<file path="src/lms_pkg.sv">
// Package for the uniform Laplacian mesh smoothing block.
// Holds store sizes, field widths and the operation and status codes.
// Used by every module of the block; depends on nothing.
`timescale 1ns / 1ps
package lms_pkg;
   localparam int MAX_VERTICES  = 1024;
   localparam int MAX_TRIANGLES = 2048;
   localparam int VIDX_W = $clog2(MAX_VERTICES);
   localparam int VCNT_W = $clog2(MAX_VERTICES + 1);
   localparam int TIDX_W = $clog2(MAX_TRIANGLES);
   localparam int TCNT_W = $clog2(MAX_TRIANGLES + 1);
   localparam int COORD_W = 32;
   localparam int DEG_W = $clog2(6 * MAX_TRIANGLES + 1);
   localparam int SUM_W = COORD_W + DEG_W + 1;
   localparam int QUO_W = COORD_W + 1;
   localparam int GAIN_W = 17;
   localparam int ITER_W = 8;

   localparam logic [GAIN_W-1:0] GAIN_ONE = GAIN_W'(65536);

   localparam logic [2:0] OP_CLEAR         = 3'd0;
   localparam logic [2:0] OP_LOAD_VERTEX   = 3'd1;
   localparam logic [2:0] OP_LOAD_TRIANGLE = 3'd2;
   localparam logic [2:0] OP_RUN           = 3'd3;
   localparam logic [2:0] OP_READ          = 3'd4;

   localparam logic [1:0] ST_READ_OK    = 2'd0;
   localparam logic [1:0] ST_RUN_DONE   = 2'd1;
   localparam logic [1:0] ST_READ_RANGE = 2'd2;

   localparam logic CSR_ITERATIONS = 1'b0;
   localparam logic CSR_GAIN       = 1'b1;
endpackage

</file>
<file path="src/lms_div.sv">
// Bit-serial divider: signed neighbour sum over unsigned degree, truncated
// toward zero. Depends on lms_pkg for the sum, degree and quotient widths.
`timescale 1ns / 1ps
module lms_div (
   input  logic                                clock,
   input  logic                                reset,
   input  logic                                start,
   input  logic signed [lms_pkg::SUM_W-1:0]    dividend,
   input  logic        [lms_pkg::DEG_W-1:0]    divisor,
   output logic                                done,
   output logic signed [lms_pkg::QUO_W-1:0]    quotient
);
   import lms_pkg::*;

   localparam int CNT_W = $clog2(SUM_W + 1);

   logic [DEG_W:0]   rem_ff, rem_in;
   logic [SUM_W-1:0] quo_ff, quo_in;
   logic [CNT_W-1:0] count_ff, count_in;
   logic             neg_ff, neg_in;
   logic             busy_ff, busy_in;
   logic             done_ff, done_in;
   logic [DEG_W:0]   rem_shift;
   logic [SUM_W-1:0] mag_signed;

   always_comb begin
      rem_in   = rem_ff;
      quo_in   = quo_ff;
      count_in = count_ff;
      neg_in   = neg_ff;
      busy_in  = busy_ff;
      done_in  = 1'b0;
      rem_shift = {rem_ff[DEG_W-1:0], quo_ff[SUM_W-1]};
      if (start) begin
         rem_in   = '0;
         quo_in   = dividend[SUM_W-1] ? SUM_W'(-dividend) : dividend;
         neg_in   = dividend[SUM_W-1];
         count_in = CNT_W'(SUM_W);
         busy_in  = 1'b1;
      end else if (busy_ff) begin
         if (rem_shift >= {1'b0, divisor}) begin
            rem_in = rem_shift - {1'b0, divisor};
            quo_in = {quo_ff[SUM_W-2:0], 1'b1};
         end else begin
            rem_in = rem_shift;
            quo_in = {quo_ff[SUM_W-2:0], 1'b0};
         end
         count_in = count_ff - 1'b1;
         if (count_ff == CNT_W'(1)) begin
            busy_in = 1'b0;
            done_in = 1'b1;
         end
      end
   end

   always_ff @(posedge clock) begin
      if (reset) begin
         busy_ff  <= 1'b0;
         done_ff  <= 1'b0;
         count_ff <= '0;
      end else begin
         busy_ff  <= busy_in;
         done_ff  <= done_in;
         count_ff <= count_in;
      end
      rem_ff <= rem_in;
      quo_ff <= quo_in;
      neg_ff <= neg_in;
   end

   assign mag_signed = neg_ff ? SUM_W'(-quo_ff) : quo_ff;
   assign quotient   = QUO_W'(mag_signed);
   assign done       = done_ff;
endmodule

</file>
<file path="config.mk">
export PLATFORM = sky130hd
export DESIGN_NAME = lms_div
export DESIGN_NICKNAME = d
export VERILOG_FILES = /design/src/lms_pkg.sv /design/src/lms_div.sv
export SDC_FILE = /design/constraint.sdc
export NUM_CORES = 1
export LEC_CHECK = 0
export ABC_AREA = 1
export ABC_CLOCK_PERIOD_IN_PS = 2500
export BUFFER_PORTS_ARGS = -buffer_cell sky130_fd_sc_hd__buf_4
export CORE_MARGIN = 4
export CORE_UTILIZATION = 53
export DETAILED_ROUTE_END_ITERATION = 10
export GPL_TIMING_DRIVEN = 0
export PLACE_DENSITY = 0.78
export RECOVER_POWER = 50
export SKIP_LAST_GASP = 1
export SLEW_MARGIN = 40
export SYNTH_ARGS = -nofsm -noshare
export SYNTH_HDL_FRONTEND = slang
export SYNTH_SLANG_ARGS = --single-unit
</file>
<file path="constraint.sdc">
create_clock -name clock -period 2.5 [get_ports clock]
set_input_delay 0.375 -clock clock [delete_from_list [all_inputs] [get_ports clock]]
set_output_delay 0.375 -clock clock [all_outputs]
set_load 0.01 [all_outputs]
</file>
==> flow_metrics.tcl, run 1 <==
set metrics [dict create \
    worstSetupStartpointType "flip-flop" \
    final_hold_viol_count 0 \
    routabilityCongestion 0.9976 \
    wirelength_microns 18770 \
    cts_sinks 70 \
    yosysUniqueCellTypes 47 \
    area_growth_pct 21.21 \
    rows 39 \
    yosys.area.top_type "edfxtp_1" \
    ios 98 \
    cap_violations 0 \
    violations "setup timing" \
    viasPerCell 5.528 \
    skew_ns 0.007740 \
    wl_met1_microns 8241 \
    worstSetupEndpointType "output pin" \
    tritoncts "built" \
    final_cell_mix "303 x nand2_1, 120 x nor2_1, 114 x inv_1" \
    tightest_slew_ns 0.8448 \
    synth_ff_type "edfxtp_1" \
    cts_max_level 3 \
    dp.cells 1218 \
    drive_gt1_frac 0.1497 \
    setup_tns_ns -0.2132 \
    max-vdd-ir-drop_mv 0.5181 \
    setup_viol 3 \
    synth-seq-cells 70 \
    run_status "complete, but fails checks" \
    cp_max_fo 4 \
    power_mw 3.820 \
    ys_seq_area_frac 0.3006 \
    synth_area_leaders "edfxtp_1 23%, nand2_1 18%, nand3_1 8.0%" \
    dr_wl_met2_microns 8338 \
    r2r_slack_ns 0.02 \
    overflow 0 \
    root_buffer "clkbuf_16" \
    drtAntennaViolNets 0 \
    fp.coreArea_sq_mm 0.01147 \
    final_common_cell "nand2_1" \
    cts_made_buffers 9 \
    design.die.area_sq_mm 0.01361 \
    crit_type "flip-flop to output pin" \
    io_buffers 97 \
    yosysWarnings 0 \
    grt_pass1_wl_microns 29740 \
    final_util 0.6616 \
    track_usage 0.2771 \
    synth_edf_count 48 \
    slew_headroom 0.4308 \
    clkTransAtPathRegs_ns 0.06 \
    drv_slew 0 \
    die_y_microns 116.7 \
    hp-class "primary input to flip-flop" \
    syn_avg_cell_area_sq_um 6.407 \
    n_antenna_cell 0 \
    drtPass1Iterations 6 \
    final_cell_count_no_fill 1245 \
    grt_max_degree 32 \
    p_leak_nw 3.595 \
    syn_nets 1061 \
    clockBufferDepth 2 \
    route.met3.wl_microns 1759 \
    fin_crit_sh 1.038 \
    synth_cells 977 \
    synth-async-reset-ratio 0 \
    cp.arrival_ns 2.22 \
    layout.nets 1181 \
    fmaxAchievable_ghz 0.3853 \
    synth_top_area_share 0.2303 \
    die_w_microns 116.7 \
    worst_ep_required_time_ns 2.12 \
    start_util 0.5459 \
    wl_per_cell_microns 15.08 \
    worst_slack_ns -0.09568 \
    cts_hold_buf 0 \
    top_layer "met4" \
    p_per_area_mw_per_mm2 503.4 \
    grt_pass1_vias 6185 \
    vias 6882 \
    drc 0 \
    syn_area_sq_mm 0.006260 \
    whs_ns 0.2316 \
    worst_skew_pair.late_latency_ns 0.34 \
    rsz0062_at_grt "yes" \
    drt_iter0_drc 703 \
    antenna_found_initial 0 \
    min_period_ns 2.596 \
    dp_hpwl_microns 14650 \
]
synthesized netlist by cell type (10+ instances only):
cell / count
nand2_1: 303
nor2_1: 126
inv_1: 118
nand3_1: 100
o21ai_0: 49
edfxtp_1: 48
xor2_1: 40
nand4_1: 23
dfxtp_1: 22
a21oi_1: 19
ha_1: 19
xnor2_1: 14
clkbuf_1: 13
nor3_1: 11
o21ai_1: 11
nor2_2: 10
per-layer routing:
| layer | track usage | vias to the layer above |
|---|---|---|
| met5 | 0 | - |
| met3 | 0.06580 | 37 |
| met1 | 0.3849 | 3094 |
| li1 | - | 3410 |
| met4 | 0.08639 | 0 |
| met2 | 0.4279 | 341 |
metrics by stage:
step,area (sq um),setup WS (ns)
6_report,7587,-0.09568
5_1_grt,7587,-0.1945
4_1_cts,7528,-0.05716
3_5_place_dp,7189,-0.03039
3_3_place_gp,7167,-0.8788
2_1_floorplan,6260,0.1595
final cells by class:
class / count / area [sq um]
Fill cell: 1076 / 3880
Multi-Input combinational cell: 763 / 3842
Sequential cell: 70 / 1882
Timing Repair Buffer: 109 / 824.5
Inverter: 120 / 452.9
Clock buffer: 12 / 246.5
Tap cell: 143 / 178.9
Buffer: 24 / 115.1
Clock inverter: 4 / 45.04
flip-flops by register name, indices dropped and copies added (netlist names):
signal and count:
done 1, count_ff 6, busy_ff 1, quo_ff 47
neg_ff 1, rem_ff 14
power by group:
part	total, mW	internal (mW)	switching (mW)	leakage [nW]
logic	1.07	0.439	0.630	2.78
registers	1.46	1.37	0.0938	0.672
clock network	1.29	0.796	0.491	0.145
total	3.82	2.61	1.21	3.59
path summary, 6_finish.rpt:
check	cells past startpoint	endpoint	startpoint
worst max-delay path	7	quotient[28]	quo_ff[9]
worst min-delay path	2	count_ff[5]	reset
worst max register to register	10	quo_ff[0]	rem_ff[1]
worst min register to register	2	rem_ff[4]	rem_ff[4]
critical path, stage by stage (launching register included):
cell and delay [ns]:
edfxtp_1 0.46, nor2_1 0.23, nand3_1 0.18, nor3_1 0.32
nand3_1 0.22, xor2_1 0.18, o21ai_0 0.14, buf_4 0.15
logic make-up (layout without fill, tap and decap cells):
family                     after synthesis  in the layout  synth area share
DFF                                     70             70            0.3006
adders and majority gates               20             20           0.04118
AOI/OAI and AO/OA                       92             92           0.07896
buffers and inverters                  144            269           0.09154
and+or+nand+nor                        597            597            0.4122
xor gates and xnor gates                54             54           0.07556
timing repair:
| item | CTS | global route |
|---|---|---|
| setup endpoints to repair | 14 | 19 |
| pin swaps | 1 | 5 |
| gates resized for setup | 7 | 21 |
| setup buffers | 3 | 8 |
No activity file was read; power rests on OpenSTA's default activity.
==> inputs of run 2 (changes only) <==
Settings changed: REMOVE_ABC_BUFFERS set to 1.
==> flow_metrics.tcl, run 2 (synthesis results as in run 1) <==
set metrics [dict create \
    tightest_slew_ns 0.9851 \
    top_register "quo_ff" \
    die_y_microns 116.7 \
    fmaxAchievable_ghz 0.4109 \
    seq_area_sq_mm 0.001882 \
    dp.cells 1195 \
    drive_gt1_frac 0.1765 \
    fin_crit_sh 0.9736 \
    worstSetupEndpointType "output pin" \
    fin_area_sq_mm 0.007605 \
    worstSetupStartpointType "flip-flop" \
    skew_ns 0.005163 \
    fp.coreArea_sq_mm 0.01147 \
    cap_violations 0 \
    cp_max_fo 4 \
    r2r_slack_ns 0.37 \
    final_cell_mix "298 x nand2_1, 116 x nor2_1, 112 x inv_1" \
    drv_slew 0 \
    run_status "complete, no violations" \
    area_growth_pct 21.49 \
    dp_slack_ns 0.1368 \
    largest_reg_flops 47 \
    wl_per_cell_microns 14.74 \
    worst_skew_pair.late_latency_ns 0.35 \
    drt_iter0_drc 703 \
    wirelength_microns 18060 \
    ios 98 \
    clkTransAtPathRegs_ns 0.06 \
    place_area_sq_mm 0.007083 \
    tritoncts "built" \
    drtAntennaViolNets 0 \
    vias 6672 \
    cp.arrival_ns 2.06 \
    track_usage 0.2699 \
    crit_type "flip-flop to output pin" \
    overflow 0 \
    grt_pass1_vias 6024 \
    cts_sinks 70 \
    worst_slack_ns 0.06612 \
    worst_ep_required_time_ns 2.12 \
    multi_input_area_sq_mm 0.003939 \
    drc 0 \
    cts_made_buffers 9 \
    n_antenna_cell 0 \
    routabilityCongestion 0.9579 \
    final_hold_viol_count 0 \
    die_w_microns 116.7 \
    rows 39 \
    max-vdd-ir-drop_mv 0.5076 \
    dp_hpwl_microns 13400 \
    root_buffer "clkbuf_16" \
    clockBufferDepth 2 \
    viasPerCell 5.447 \
    cts_hold_buf 0 \
    p_per_area_mw_per_mm2 496.6 \
    layout.nets 1161 \
    antenna_found_initial 0 \
    slew_headroom 0.3433 \
    p_leak_nw 3.601 \
    whs_ns 0.2232 \
    start_util 0.5459 \
    reg_top3 "quo_ff: 47 flops, rem_ff: 14 flops, count_ff: 6 flops" \
    grt_pass1_wl_microns 28940 \
    io_buffers 97 \
    rsz0062_at_grt "yes" \
    final_cell_count_no_fill 1225 \
    grt_max_degree 66 \
    drtPass1Iterations 5 \
    fillers 1063 \
    min_period_ns 2.434 \
    design.die.area_sq_mm 0.01361 \
    cts_max_level 3 \
    setup_viol 0 \
    hp-class "primary input to flip-flop" \
    setup_tns_ns 0 \
    final_common_cell "nand2_1" \
]
-- run 2: timing repair --
action,in CTS,in global routing
resized for setup,9,32
pin swaps,1,6
setup buffers,2,12
endpoints found under the setup margin,9,16
-- run 2: final timing paths --
check / from / endpoint / cells past startpoint
max reg2reg: rem_ff[1] / quo_ff[0] / 9
min: reset / busy_ff / 2
max: quo_ff[0] / quotient[20] / 10
min reg2reg: rem_ff[4] / rem_ff[4] / 2
-- run 2: cell type report --
| type | count | area share |
|---|---|---|
| multi-input combinational | 763 | 0.5179 |
| sequential | 70 | 0.2474 |
| timing repair buffer | 113 | 0.1142 |
| inverter | 120 | 0.05956 |
| clock buffer | 11 | 0.03323 |
| tap | 143 | 0.02353 |
| clock inverter | 5 | 0.004113 |
-- run 2: per-layer routing --
layer / wire (microns) / vias to the layer above / track usage
li1: - / 3366 / -
met1: 8341 / 3048 / 0.3850
met2: 8125 / 234 / 0.4226
met3: 1308 / 24 / 0.04974
met4: 280 / 0 / 0.07187
met5: 0 / - / 0
-- run 2: critical path, stage by stage, from the launching register on --
cell and delay [ns]:
edfxtp_1 0.42, inv_2 0.12, ha_4 0.16, nand3_4 0.11
nor2_4 0.13, nand2_2 0.09, inv_2 0.09, nand4_1 0.14
nand2_1 0.11, xor2_1 0.19, buf_4 0.15
-- run 2: per-stage QoR --
stage	total power [mW]	util
after floorplan	2.023	-
after global placement	2.451	0.6143
after detailed placement	2.468	0.6177
after CTS	3.719	0.6460
after global routing	3.971	0.6632
final	3.777	0.6632
-- run 2: power breakdown --
| group | leakage, nW | switching, mW | internal (mW) |
|---|---|---|---|
| logic | 2.78 | 0.628 | 0.441 |
| registers | 0.672 | 0.0967 | 1.37 |
| clock network | 0.146 | 0.516 | 0.725 |
| total | 3.60 | 1.24 | 2.54 |
==> inputs of run 3 (changes only) <==
Settings changed: ABC_AREA 1 to not set, CORE_UTILIZATION 53 to 52.
==> flow_metrics.tcl, run 3 <==
set metrics [dict create \
    run_status "complete, but fails checks" \
    violations "capacitance limit, slew limit, setup timing" \
    worstSetupStartpointType "flip-flop" \
    clkTransAtPathRegs_ns 0.08 \
    p_clk_frac 0.261 \
    worstSetupEndpointType "output pin" \
    hold_depth 2 \
    design.die.area_sq_mm 0.01205 \
    fin_crit_sh 1.342 \
    cap_violations 2 \
    yosysUniqueCellTypes 56 \
    area_growth_pct 27.94 \
    multi_input_area_sq_mm 0.003654 \
    crit_cells 7 \
    wirelength_microns 14920 \
    die_w_microns 109.8 \
    top_register "quo_ff" \
    die_y_microns 109.8 \
    p_leak_nw 2.631 \
    synth_ff_type "edfxtp_1" \
    antenna_found_initial 0 \
    viasPerCell 6.020 \
    dp_hpwl_microns 10070 \
    tightest_slew_ns 2.087 \
    synth-async-reset-ratio 0 \
    rsz0062_at_grt "yes" \
    combPwrFrac 0.319 \
    reg_top3 "quo_ff: 47 flops, rem_ff: 14 flops, count_ff: 6 flops" \
    fmaxAchievable_ghz 0.2982 \
    synthTopCellsByCount "61 x nor2_1, 56 x nand2_1, 55 x a21oi_1, 48 x edfxtp_1, 46 x xnor2_1" \
    cts_made_buffers 9 \
    critical_path_buf_inv_count 1 \
    worst_slack_ns -0.8540 \
    power_mw 3.654 \
    drtAntennaViolNets 0 \
    wl_per_cell_microns 17.41 \
    worst_skew_pair.late_latency_ns 0.36 \
    track_usage 0.2381 \
    worst_ep_required_time_ns 2.12 \
    largest_reg_flops 47 \
    synth_area_leaders "edfxtp_1 27%, dfxtp_1 8.2%, xnor2_1 7.5%" \
    synth_cells 621 \
    drc 0 \
    crit_slowest_cell "or4_4" \
    dp_slack_ns -0.6430 \
    crit_type "flip-flop to output pin" \
    crit_start "quo_ff[11]" \
    cp_slowest_stage_delay_ns 0.56 \
    p_switching_mw 1.230 \
    timing.rr.end "rem_ff[8]" \
    io_buffers 97 \
    drive_gt1_frac 0.2873 \
    hold_path_end "count_ff[3]" \
    synth_edf_count 48 \
    setup_viol 96 \
    fp.coreArea_sq_mm 0.009910 \
    rows 36 \
    final_common_cell "buf_4" \
    holdCritStartpoint "reset" \
    max-vdd-ir-drop_mv 0.3725 \
    cts_sinks 70 \
    cp.arrival_ns 2.98 \
    internal_power_mw 2.424 \
    fillers 799 \
    synth.most_common_cell "nor2_1" \
    grt_pass1_vias 4819 \
    critPathTopFamily "simple AND/OR/NAND/NOR gates" \
    tritoncts "built" \
    min_period_ns 3.354 \
    n_antenna_cell 0 \
    grt_pass1_wl_microns 22950 \
    setup_tns_ns -43.12 \
    rr_startpoint "rem_ff[8]" \
    overflow 0 \
    hp-class "primary input to flip-flop" \
    cts_hold_buf 0 \
    grt_max_degree 99 \
    vias 5159 \
    ys_seq_area_frac 0.3493 \
    p_sw_frac 0.3366 \
    cp_max_fo 3 \
    final_hold_viol_count 0 \
    clockBufferDepth 2 \
    ios 98 \
    routabilityCongestion 0.8519 \
    seq_area_sq_mm 0.001889 \
    syn_area_sq_mm 0.005388 \
    r2r_cells 8 \
    cpMostUsedCell "or3_4" \
    syn_avg_cell_area_sq_um 8.676 \
    timing.critical_path.cells "or4_4 > or3_4 > or3_4 > or3_4 > o31ai_4 > xnor2_1 > buf_4" \
    start_util 0.5437 \
    root_buffer "clkbuf_8" \
    layout.nets 803 \
    cts_max_level 3 \
    drv_slew 140 \
    p_seq_frac 0.420 \
    final_cell_mix "106 x buf_4, 60 x nor2_1, 53 x a21oi_1" \
    skew_ns 0.01461 \
    slew_headroom -0.3913 \
    yosys.area.top_type "edfxtp_1" \
    yosysWarnings 0 \
    drtPass1Iterations 5 \
    p_per_area_mw_per_mm2 530.1 \
    drt_iter0_drc 462 \
    synth_top_area_share 0.2675 \
    r2r_slack_ns 0.05 \
    synth-seq-cells 70 \
]
[run 3: cells by family (layout without fill, tap and decap cells)]
group	Yosys count	in the layout	share of synthesized area
buffers and inverters	61	162	0.04389
muxes	16	16	0.03298
DFF	70	70	0.3493
AOI/OAI and AO/OA	155	155	0.1923
adders and majority gates	20	20	0.04784
and+or+nand+nor	213	215	0.1939
xor gates and xnor gates	86	86	0.1398
[run 3: cell type report]
cell class                      count  share of cell area
Multi-Input combinational cell    492              0.5300
Sequential cell                    70              0.2741
Timing Repair Buffer              117              0.1272
Tap cell                          133             0.02414
Clock buffer                        9             0.01797
Inverter                           29             0.01579
Clock inverter                      7             0.01071
[run 3: how the worst max path moves through the flow]
stage                         endpoint
after floorplan           quotient[31]
after global placement      quo_ff[21]
after detailed placement  quotient[31]
after CTS                 quotient[31]
after global routing      quotient[31]
final                     quotient[31]
[run 3: per-layer routing]
metal,global-route usage,up-vias,share of wire
li1,-,2484,-
met1,0.3010,2413,0.42
met2,0.4133,225,0.50
met3,0.02642,37,0.061
met4,0.09528,0,0.026
met5,0,-,0
[run 3: worst register-to-register path, stage by stage, from the launching register on]
cell	delay, ns
dfxtp_4	0.36
ha_4	0.26
a21oi_4	0.17
a21oi_1	0.09
o41a_1	0.49
nor4_4	0.39
buf_4	0.23
nand2_1	0.07
a311oi_1	0.27
[run 3: metrics by stage]
stage / util / cell area [sq um] / cells / hold WS (ns)
global route: 0.6956 / 6893 / 857 / 0.2408
detailed placement: 0.6264 / 6207 / 821 / 0.4993
finish: 0.6956 / 6893 / 857 / 0.2367
CTS: 0.6744 / 6683 / 850 / 0.2295
global placement: 0.6211 / 6155 / 819 / 0.4888
floorplan: - / 5260 / 589 / 0.4441
[run 3: power groups by stage]
stage                     combinational [mW]  sequential [mW]  clock [mW]
after floorplan                        0.623             1.51           0
after global placement                  1.01             1.54           0
after detailed placement                1.05             1.54           0
after CTS                               1.11             1.52       0.959
after global routing                    1.27             1.55        1.01
final                                   1.17             1.54       0.953
[run 3: repair_timing]
action                                  CTS  global route
endpoints found under the setup margin   50            48
pin swaps                                 9            13
buffers inserted                         13             6
resized for setup                        38            39
gates cloned                              0             2
